File: config.mk
export PLATFORM = sky130hd
export DESIGN_NAME = ecdsa_der_to_raw_signature_core
export DESIGN_NICKNAME = d
export VERILOG_FILES = /design/src/sv/edsr_pkg.sv /design/src/sv/edsr_front.sv /design/src/sv/edsr_queue.sv /design/src/sv/edsr_back.sv /design/src/sv/ecdsa_der_to_raw_signature_core.sv
export SDC_FILE = /design/constraint.sdc
export NUM_CORES = 1
export LEC_CHECK = 0
export BUFFER_PORTS_ARGS = -buffer_cell sky130_fd_sc_hd__buf_2
export CORE_MARGIN = 2
export CORE_UTILIZATION = 60
export CTS_CLUSTER_SIZE = 8
export DETAILED_ROUTE_END_ITERATION = 6
export PLACE_DENSITY_LB_ADDON = 0.05
export RECOVER_POWER = 50
export SYNTH_ARGS = -nofsm -noshare
export SYNTH_HDL_FRONTEND = slang
export SYNTH_SLANG_ARGS = --single-unit
File: constraint.sdc
create_clock -name clk -period 3.9 [get_ports clk]
set_input_delay 0.39 -clock clk [delete_from_list [all_inputs] [get_ports clk]]
set_output_delay 0.39 -clock clk [all_outputs]
set_load 0.02 [all_outputs]
File: src/sv/edsr_pkg.sv
// Shared package for the DER to raw signature converter.
// Holds sizes, tag constants, the parse phase enum and the front-to-back command.
// No dependencies.
`timescale 1ns / 1ps
`default_nettype none

package edsr_pkg;

  // Size of one coordinate in the raw form
  localparam int COORD_BYTES = 32;
  localparam int PAD_W       = $clog2(COORD_BYTES + 1);
  localparam int LEFT_W      = $clog2(COORD_BYTES + 2);

  // DER tags and limits
  localparam logic [7:0] SEQ_TAG   = 8'h30;
  localparam logic [7:0] INT_TAG   = 8'h02;
  localparam logic [7:0] LEN_MAX   = 8'(COORD_BYTES + 1);
  localparam logic [3:0] MIN_TOTAL = 4'd8;

  // Command queue depth
  localparam int QDEPTH = 4;
  localparam int QPTR_W = $clog2(QDEPTH);
  localparam int QCNT_W = $clog2(QDEPTH + 1);

  typedef enum logic [3:0] {
    PH_SEQ_TAG = 4'd0,
    PH_SEQ_LEN = 4'd1,
    PH_R_TAG   = 4'd2,
    PH_R_LEN   = 4'd3,
    PH_R_DATA  = 4'd4,
    PH_S_TAG   = 4'd5,
    PH_S_LEN   = 4'd6,
    PH_S_DATA  = 4'd7,
    PH_DONE    = 4'd8
  } phase_t;

  typedef enum logic [1:0] {
    KIND_BYTE = 2'd0,
    KIND_OK   = 2'd1,
    KIND_ERR  = 2'd2
  } kind_t;

  // One front-end decision: zero padding, then an optional byte, then an optional status
  typedef struct packed {
    logic [PAD_W-1:0] pad;
    logic             has_byte;
    logic [7:0]       data;
    logic             has_status;
    logic             ok;
  } cmd_t;

endpackage

`default_nettype wire

File: src/sv/edsr_front.sv
// Front end: parses the DER byte stream and issues output commands.
// Depends on edsr_pkg.
`timescale 1ns / 1ps
`default_nettype none

module edsr_front
  import edsr_pkg::*;
(
  input  wire logic       clk,
  input  wire logic       rst_n,
  input  wire logic       in_valid,
  output logic            in_ready,
  input  wire logic [7:0] in_der_byte,
  input  wire logic       in_end_of_sig,
  input  wire logic       q_full,
  output logic            push_valid,
  output cmd_t            push_cmd
);

  phase_t            phase_r,  phase_nxt;
  logic [LEFT_W-1:0] left_r,   left_nxt;
  logic [3:0]        seen_r,   seen_nxt;
  logic              failed_r, failed_nxt;
  logic              strip_r,  strip_nxt;

  logic              accept;
  logic [LEFT_W-1:0] left_after;
  phase_t            after_int;

  assign in_ready = !q_full;
  assign accept   = in_valid && in_ready;

  // Parse state
  always_ff @(posedge clk) begin
    if (!rst_n) begin
      phase_r  <= PH_SEQ_TAG;
      left_r   <= '0;
      seen_r   <= '0;
      failed_r <= 1'b0;
      strip_r  <= 1'b0;
    end else begin
      phase_r  <= phase_nxt;
      left_r   <= left_nxt;
      seen_r   <= seen_nxt;
      failed_r <= failed_nxt;
      strip_r  <= strip_nxt;
    end
  end

  // Next state and command
  always_comb begin
    phase_nxt  = phase_r;
    left_nxt   = left_r;
    seen_nxt   = seen_r;
    failed_nxt = failed_r;
    strip_nxt  = strip_r;
    push_cmd   = '0;
    push_valid = 1'b0;
    left_after = (left_r != '0) ? left_r - LEFT_W'(1) : '0;
    after_int  = (phase_r == PH_R_LEN || phase_r == PH_R_DATA) ? PH_S_TAG : PH_DONE;

    if (accept) begin
      if (seen_r < MIN_TOTAL) seen_nxt = seen_r + 4'd1;

      if (!failed_r) begin
        unique case (phase_r) inside
          PH_SEQ_TAG: begin
            if (in_der_byte != SEQ_TAG) failed_nxt = 1'b1;
            else phase_nxt = PH_SEQ_LEN;
          end
          PH_SEQ_LEN: begin
            phase_nxt = PH_R_TAG;
          end
          PH_R_TAG, PH_S_TAG: begin
            if (in_der_byte != INT_TAG) failed_nxt = 1'b1;
            else phase_nxt = (phase_r == PH_R_TAG) ? PH_R_LEN : PH_S_LEN;
          end
          PH_R_LEN, PH_S_LEN: begin
            if (in_der_byte > LEN_MAX) begin
              failed_nxt = 1'b1;
            end else if (in_der_byte == LEN_MAX) begin
              left_nxt  = in_der_byte[LEFT_W-1:0];
              strip_nxt = 1'b1;
              phase_nxt = (phase_r == PH_R_LEN) ? PH_R_DATA : PH_S_DATA;
            end else begin
              // short integer: left-pad with zeros now
              push_cmd.pad = PAD_W'(COORD_BYTES) - in_der_byte[PAD_W-1:0];
              left_nxt     = in_der_byte[LEFT_W-1:0];
              if (in_der_byte != 8'd0)
                phase_nxt = (phase_r == PH_R_LEN) ? PH_R_DATA : PH_S_DATA;
              else
                phase_nxt = after_int;
            end
          end
          PH_R_DATA, PH_S_DATA: begin
            if (strip_r) begin
              // leading zero of an over-long integer is dropped
              strip_nxt = 1'b0;
              if (in_der_byte != 8'd0) failed_nxt = 1'b1;
              else left_nxt = left_r - LEFT_W'(1);
            end else begin
              push_cmd.has_byte = 1'b1;
              push_cmd.data     = in_der_byte;
              left_nxt          = left_after;
              if (left_after == '0) phase_nxt = after_int;
            end
          end
          default: ;
        endcase
      end

      // End of signature: status, then back to reset state
      if (in_end_of_sig) begin
        push_cmd.has_status = 1'b1;
        push_cmd.ok = !failed_nxt && (phase_nxt == PH_DONE) && (seen_nxt >= MIN_TOTAL);
        phase_nxt  = PH_SEQ_TAG;
        left_nxt   = '0;
        seen_nxt   = '0;
        failed_nxt = 1'b0;
        strip_nxt  = 1'b0;
      end

      push_valid = (push_cmd.pad != '0) || push_cmd.has_byte || push_cmd.has_status;
    end
  end

endmodule

`default_nettype wire

File: src/sv/edsr_queue.sv
// Small command queue between the parser front end and the output back end.
// Depends on edsr_pkg.
`timescale 1ns / 1ps
`default_nettype none

module edsr_queue
  import edsr_pkg::*;
(
  input  wire logic clk,
  input  wire logic rst_n,
  input  wire logic push_valid,
  input  cmd_t      push_cmd,
  output logic      full,
  output logic      head_valid,
  output cmd_t      head_cmd,
  input  wire logic pop
);

  cmd_t              mem_r [QDEPTH];
  logic [QPTR_W-1:0] wr_ptr_r, wr_ptr_nxt;
  logic [QPTR_W-1:0] rd_ptr_r, rd_ptr_nxt;
  logic [QCNT_W-1:0] count_r,  count_nxt;
  logic              do_push, do_pop;

  assign full       = (count_r == QCNT_W'(QDEPTH));
  assign head_valid = (count_r != '0);
  assign head_cmd   = mem_r[rd_ptr_r];
  assign do_push    = push_valid && !full;
  assign do_pop     = pop && head_valid;

  // Pointer and count update
  always_comb begin
    wr_ptr_nxt = do_push ? wr_ptr_r + QPTR_W'(1) : wr_ptr_r;
    rd_ptr_nxt = do_pop  ? rd_ptr_r + QPTR_W'(1) : rd_ptr_r;
    count_nxt  = count_r;
    if (do_push && !do_pop) count_nxt = count_r + QCNT_W'(1);
    else if (!do_push && do_pop) count_nxt = count_r - QCNT_W'(1);
  end

  always_ff @(posedge clk) begin
    if (!rst_n) begin
      wr_ptr_r <= '0;
      rd_ptr_r <= '0;
      count_r  <= '0;
    end else begin
      wr_ptr_r <= wr_ptr_nxt;
      rd_ptr_r <= rd_ptr_nxt;
      count_r  <= count_nxt;
    end
  end

  // Entry storage
  always_ff @(posedge clk) begin
    if (do_push) mem_r[wr_ptr_r] <= push_cmd;
  end

endmodule

`default_nettype wire

File: src/sv/edsr_back.sv
// Back end: expands queued commands into result items, one per cycle while out_ready allows,
// through a registered output stage. Depends on edsr_pkg.
`timescale 1ns / 1ps
`default_nettype none

module edsr_back
  import edsr_pkg::*;
(
  input  wire logic  clk,
  input  wire logic  rst_n,
  input  wire logic  head_valid,
  input  cmd_t       head_cmd,
  output logic       pop,
  output logic       out_valid,
  input  wire logic  out_ready,
  output logic [7:0] out_byte,
  output logic [1:0] out_result_kind,
  output logic       out_last_of_run
);

  logic [PAD_W-1:0] pad_cnt_r, pad_cnt_nxt;
  logic             byte_done_r, byte_done_nxt;
  logic             out_valid_r, out_valid_nxt;
  logic [7:0]       out_byte_r;
  kind_t            out_kind_r;
  logic             out_last_r;

  logic             step, emit_pad, emit_byte, is_last;
  logic [7:0]       item_byte;
  kind_t            item_kind;
  logic             item_last;

  assign out_valid       = out_valid_r;
  assign out_byte        = out_byte_r;
  assign out_result_kind = out_kind_r;
  assign out_last_of_run = out_last_r;

  // Pick the next element of the head command
  always_comb begin
    step      = head_valid && (!out_valid_r || out_ready);
    emit_pad  = (pad_cnt_r != head_cmd.pad);
    emit_byte = !emit_pad && head_cmd.has_byte && !byte_done_r;
    if (emit_pad) begin
      item_byte = 8'd0;
      item_kind = KIND_BYTE;
      item_last = 1'b0;
      is_last   = (pad_cnt_r + PAD_W'(1) == head_cmd.pad) &&
                  !head_cmd.has_byte && !head_cmd.has_status;
    end else if (emit_byte) begin
      item_byte = head_cmd.data;
      item_kind = KIND_BYTE;
      item_last = 1'b0;
      is_last   = !head_cmd.has_status;
    end else begin
      item_byte = 8'd0;
      item_kind = head_cmd.ok ? KIND_OK : KIND_ERR;
      item_last = 1'b1;
      is_last   = 1'b1;
    end
    pop = step && is_last;

    pad_cnt_nxt   = pad_cnt_r;
    byte_done_nxt = byte_done_r;
    if (step) begin
      if (is_last) begin
        pad_cnt_nxt   = '0;
        byte_done_nxt = 1'b0;
      end else if (emit_pad) begin
        pad_cnt_nxt = pad_cnt_r + PAD_W'(1);
      end else if (emit_byte) begin
        byte_done_nxt = 1'b1;
      end
    end

    if (step) out_valid_nxt = 1'b1;
    else if (out_ready) out_valid_nxt = 1'b0;
    else out_valid_nxt = out_valid_r;
  end

  // Control registers
  always_ff @(posedge clk) begin
    if (!rst_n) begin
      pad_cnt_r   <= '0;
      byte_done_r <= 1'b0;
      out_valid_r <= 1'b0;
    end else begin
      pad_cnt_r   <= pad_cnt_nxt;
      byte_done_r <= byte_done_nxt;
      out_valid_r <= out_valid_nxt;
    end
  end

  // Output payload
  always_ff @(posedge clk) begin
    if (step) begin
      out_byte_r <= item_byte;
      out_kind_r <= item_kind;
      out_last_r <= item_last;
    end
  end

endmodule

`default_nettype wire

File: src/sv/ecdsa_der_to_raw_signature_core.sv
// DER to raw R||S ECDSA signature converter, top level.
// Throughput: one DER byte per cycle in, one result per cycle out when out_ready
// allows; a length byte that needs padding expands into up to 32 zero bytes.
// The first result of a byte goes through the command queue write, then the
// output register. Input stalls when the four-entry command queue is full.
// Reset (synchronous, rst_n low) empties the queue and the output register.
`timescale 1ns / 1ps
`default_nettype none

module ecdsa_der_to_raw_signature_core
  import edsr_pkg::*;
(
  input  wire logic       clk,
  input  wire logic       rst_n,
  input  wire logic       in_valid,
  output logic            in_ready,
  input  wire logic [7:0] in_der_byte,
  input  wire logic       in_end_of_sig,
  output logic            out_valid,
  input  wire logic       out_ready,
  output logic [7:0]      out_byte,
  output logic [1:0]      out_result_kind,
  output logic            out_last_of_run
);

  logic push_valid, q_full, head_valid, pop;
  cmd_t push_cmd, head_cmd;

  // Parser
  edsr_front u_front (
    .clk           (clk),
    .rst_n         (rst_n),
    .in_valid      (in_valid),
    .in_ready      (in_ready),
    .in_der_byte   (in_der_byte),
    .in_end_of_sig (in_end_of_sig),
    .q_full        (q_full),
    .push_valid    (push_valid),
    .push_cmd      (push_cmd)
  );

  // Command queue
  edsr_queue u_queue (
    .clk        (clk),
    .rst_n      (rst_n),
    .push_valid (push_valid),
    .push_cmd   (push_cmd),
    .full       (q_full),
    .head_valid (head_valid),
    .head_cmd   (head_cmd),
    .pop        (pop)
  );

  // Result generator
  edsr_back u_back (
    .clk             (clk),
    .rst_n           (rst_n),
    .head_valid      (head_valid),
    .head_cmd        (head_cmd),
    .pop             (pop),
    .out_valid       (out_valid),
    .out_ready       (out_ready),
    .out_byte        (out_byte),
    .out_result_kind (out_result_kind),
    .out_last_of_run (out_last_of_run)
  );

endmodule

`default_nettype wire

Word-level counts from Yosys, hierarchy flattened
Memories as Yosys holds them, arrays and structs flattened. A register that Yosys moved wholly into a read port is not among the register bits.
Cells that the tools add are included.
{"block": "totals", "output_inout_bits": 13, "in_bits": 13, "elab_cells": 158, "n_memories": 1, "regBits": 42, "mem_bits_rw": 68}
{"block": "classes", "addsub": 8, "n_eq_ne": 19, "order_cmp": 3, "mux": 66, "n_reduce_logical": 46, "bitwise_logic": 1}
{"memory": "u_queue.mem_r", "words": 4, "word_bits": 17, "rd": 1, "rd_clocked_by_memory_dff": 1, "wr": 1, "line_no": "edsr_queue.sv:19", "source": "cmd_t mem_r [QDEPTH];"}
{"cell": "$mux W6", "count": 11}
{"cell": "$mux W4", "count": 14}
{"cell": "$mux W15", "count": 2}
{"cell": "$mux W1", "count": 23}
{"cell": "$pmux W4 S5", "count": 1}
{"cell": "$mux W9", "count": 2}
{"cell": "$mux W17", "count": 1}
{"cell": "$eq A4 B3 Y1 const B", "count": 4}
{"cell": "$logic_and A1 B1 Y1", "count": 13}
{"cell": "$mux W2", "count": 6}
{"cell": "$pmux W6 S2", "count": 1}
{"cell": "$reduce_bool A6 Y1", "count": 2}
{"cell": "$reduce_and A5 Y1", "count": 2}
{"cell": "$reduce_or A2 Y1", "count": 5}
{"cell": "$logic_not A1 Y1", "count": 9}
{"cell": "$mux W3", "count": 3}
{"cell": "$eq A4 B2 Y1 const B", "count": 2}
{"cell": "$eq A8 B6 Y1 const B", "count": 1}
{"cell": "$gt A8 B6 Y1 const B", "count": 1}
{"cell": "$ne A8 B2 Y1 const B", "count": 1}
{"cell": "$ne A8 B6 Y1 const B", "count": 1}
{"cell": "$reduce_bool A2 Y1", "count": 4}
{"cell": "$reduce_bool A8 Y1", "count": 1}
{"cell": "$add A6 B1 Y6 const B", "count": 1}
{"cell": "other kinds (26)", "count": 32}

Logic depth before layout (Yosys ltp)
{"block": "depth", "ltp_word": 21, "ltp_mapped": 14, "ltp_nobuf": 13}

Hierarchy
A second synthesis with hierarchy kept.
{"block": "unflattened", "cells_unflattened": 452, "hier_area_um2": 5575.3}
{"mod": "edsr_queue", "n_inst": 1, "cells_per_inst": 137, "area_each_um2": 2967.8}
{"mod": "edsr_front", "n_inst": 1, "cells_per_inst": 216, "area_each_um2": 1580.3}
{"mod": "edsr_back", "n_inst": 1, "cells_per_inst": 99, "area_each_um2": 1027.2}

Worst setup path before layout
OpenSTA, ideal clock, no wires.
{"block": "synth_path", "path_kind": "register to register", "from": "register (tool-made name)", "to": "register u_queue.count_r[2]", "path_buffers": 2, "arrival_ns": 3.136, "period_less_slack_ns": 3.206, "required_time_ns": 3.829, "setup_time_ns": 0.071, "slack_ns": 0.694, "path_stages_with_launch": 14, "cell_sequence": "dfxtp_1 buf_6 mux4_1 xnor2_1 nand4_1 o21ai_1 buf_4 o21bai_2 ha_1 inv_1 fa_1 xor2_1 or3_1 a21oi_1"}
{"element": "end signal: assignment", "line_no": "edsr_queue.sv:48", "source": "count_r <= count_nxt;"}
{"element": "end: declaration", "line_no": "edsr_queue.sv:22", "source": "logic [QCNT_W-1:0] count_r, count_nxt;"}

==> impl_results.md <==
* Setup TNS at 0 ns
* Drt total wl at 11200 um
* Multi-input gate area at 2350 um^2
* Mean post-synth cell area at 12.3 um^2
* Library cells used by synthesis at 71
* Worst setup path end: u_queue.count_r[2]
* WL per Instance at 18.8 um
* Critical Path RT at 4.19 ns
* Layout area overhead at 7.02%
* Antenna cells at 0
* Total Power at 2.34 mW
* R2R cell count at 12
* Maxcap violations at 0
* Synth area leader: edfxtp_1
* Total CTS buffers at 9
* Synthesized instance count at 454
* Kind of critical path: reg2reg
* RePlAce Congestion at 0.913
* Final Setup Violations at 0
* Cell area after synthesis at 5560 um^2
* CTS clk-pin slew, worst paths at 0.10 ns
* Simple-gate share of the synthesized area at 15.4%
* Clk_lat worst skew at 0.37 ns
* Post-DRT Antenna Nets at 0
* Vias/cell at 6.33
* Core Footprint at 9110 um^2
* Starting density of the core at 61.1%
* Status: finished clean
* Total track usage at 23.5%
* Remaining DRCs at 0
* Clk_skew at 0.0114 ns
* Crit path DAT at 3.82 ns
* Drt first pass iters at 5
* Die height at 100 um
* CTS Hold Buffers Added at 0
* Sequential Area at 3030 um^2
* Adder-Cell Fraction of Synth Area at 3.28%
* Num ports at 26
* Tcrit/Tclk final at 90.4%
* Final WS setup at 0.376 ns
* Synth top area cells: edfxtp_1 (43%), dfxtp_1 (12%), mux4_1 (5.7%)
* Main synth FF type: edfxtp_1
* Slew HR at 46.4%
* # port buffers at 25
* Global-route wire length before repair at 18100 um
* Max FO, Critical Path at 6
* Peak VDD IR at 0.229 mV
* Iteration-0 DRC count of the detailed router at 164
* Max Slew Vio Count at 0
* Post-synth ARST share at 0%
* Largest net degree at the start of global routing at 24
* YS warnings at 0
* Vias in the first global route at 3643
* Clock Sink Count at 112
* Die ar. at 10100 um^2
* Clk root buf: clkbuf_8
* Fmax at 284 MHz
* FF+latch count, synth at 112
* Xor/xnor share of the synthesized area at 4.30%
* Via Count at 3747
* Seq/Total Area, Yosys at 54.5%
* Fin. Hold Viols at 0
* Post_cts resized at 0
* Final Util at 65.4%
* Worst reg2reg endpoint: u_queue.count_r[2]
* Dpl ws at 0.415 ns
* Hold_ws at 0.275 ns
* Post-CTS setup buffer count at 0
* EDFF count, synth at 79
* Share of layout cells above drive strength 1 at 9.56%
* Initial antenna violation count at 0
* Final worst path period need at 3.52 ns
* R2r setup slk at 0.38 ns
* Slew @ Worst Pin at 0.803 ns
* CTS tree: done
* Hold Crit Class: in2reg
* H-tree levels at 3
* Leak Pwr at 2.10 nW
* Clock Tree Buf Depth at 2
* Pwr/cell area at 393 nW/um^2
* Nets@finish at 503
* Syn Nets at 481
* Compound-cell area share of the yosys netlist at 10.5%
* Crit. End Element: flop
* Mux contribution to synthesized area at 8.79%
* Largest family of logic cells by synthesized area: simple AND/OR/NAND/NOR gates
* Area share of the largest cell type after synthesis at 42.6%
* RSZ-0062 raised after global routing: false
* CP startpoint kind: flop
* Grt total ovfl at 0
* Post-DP HPWL at 8230 um
* Std-Cell Rows at 35
* Die Wd at 100 um
* Fill cell count at 727
==> synthesized netlist by cell type (3+ instances only) <==
| cell | instances |
|---|---|
| edfxtp_1 | 79 |
| dfxtp_1 | 33 |
| nor2_1 | 29 |
| nand2_1 | 25 |
| a21oi_1 | 23 |
| clkbuf_1 | 20 |
| and3_1 | 16 |
| xnor2_1 | 16 |
| inv_1 | 15 |
| o21ai_0 | 14 |
| ha_1 | 13 |
| nor3_1 | 13 |
| mux4_1 | 12 |
| and2_1 | 11 |
| nand3_1 | 9 |
| a31oi_1 | 7 |
| nand2b_1 | 7 |
| xor2_1 | 6 |
| mux2i_1 | 5 |
| mux4_2 | 5 |
| nand4_1 | 5 |
| nor4_1 | 5 |
| o31ai_1 | 5 |
| or3_1 | 5 |
| or4_1 | 5 |
| a211oi_1 | 4 |
| nand3b_1 | 4 |
| nor2b_1 | 4 |
| a32oi_1 | 3 |
| nand4b_1 | 3 |
| o211ai_1 | 3 |
| o311ai_0 | 3 |
==> where the power goes <==
part	internal, mW	total (mW)	switching, mW	leakage (nW)
Combinational	0.121	0.336	0.215	0.982
Sequential	1.33	1.37	0.0389	1.02
Clock	0.256	0.634	0.378	0.0943
Total	1.71	2.34	0.632	2.10
==> worst min path at each step <==
stage | startpoint | to | slack (ns) | cells after the start
2_1_floorplan | u_queue.rd_ptr_r[1] | flop | 0.45 | 2
3_3_place_gp | u_back.out_valid | u_back.out_valid | 0.45 | 2
3_5_place_dp | u_back.out_valid | u_back.out_valid | 0.46 | 2
4_1_cts | out_ready | u_back.out_valid | 0.26 | 4
5_1_grt | out_ready | u_back.out_valid | 0.30 | 4
6_report | out_ready | u_back.out_valid | 0.28 | 4
==> per-layer routing <==
layer	track usage, %	vias up	routed length, um
met5	0	-	0
met4	5.90	0	121
met3	4.53	11	517
met2	41.5	101	5830
met1	30.0	1844	4680
li1	-	1791	-
==> cell type report <==
type	instances	area share, %
multi-input combinational	301	39.6
tap	111	2.33
inverter	15	0.946
timing repair buffer	37	3.17
clock buffer	11	2.37
clock inverter	5	0.673
sequential	112	50.9
==> worst max-delay path, stage by stage (launching register included) <==
cell and delay [ns]:
dfxtp_1 0.51, buf_4 0.23, mux4_2 0.56, xnor2_1 0.17, nand4_1 0.24, o21ai_1 0.26, o21bai_2 0.20, ha_1 0.23
inv_1 0.06, fa_1 0.37, xor2_1 0.15, or3_1 0.30, a21oi_1 0.15
==> cells by family after synthesis <==
group,count (synthesis)
and+or+nand+nor,153
DFF,112
AOI/OAI and AO/OA,87
buffers and inverters,41
xor gates and xnor gates,24
muxes,23
adders and majority gates,14
==> stage by stage <==
stage / instance area, um^2 / instances
2_1_floorplan: 5560 / 454
3_3_place_gp: 5800 / 576
3_5_place_dp: 5800 / 576
4_1_cts: 5980 / 592
5_1_grt: 5950 / 592
6_report: 5950 / 592
==> layout by cell type, fill, tap and decap left out, types with 12 or more instances in the layout <==
| master | n |
|---|---|
| edfxtp_1 | 79 |
| dfxtp_1 | 33 |
| nor2_1 | 29 |
| nand2_1 | 25 |
| a21oi_1 | 23 |
| clkbuf_1 | 18 |
| xnor2_1 | 16 |
| and3_1 | 16 |
| inv_1 | 15 |
| o21ai_0 | 14 |
| nor3_1 | 13 |
| ha_1 | 13 |
| mux4_1 | 12 |
==> state kept, by name (all words and copies together) (netlist names), named ones only <==
register                cells
u_back.out_valid            1
u_queue.mem_r              68
u_back.byte_done_r          1
u_front.phase_r             4
u_back.out_byte             8
u_back.pad_cnt_r            6
u_front.failed_r            1
u_back.out_result_kind      2
u_front.strip_r             1
u_queue.wr_ptr_r            2
u_front.left_r              6
u_queue.rd_ptr_r            2
u_queue.count_r             3
u_front.seen_r              4
u_back.out_last_of_run      1
(Power assumes the default switching activity.)
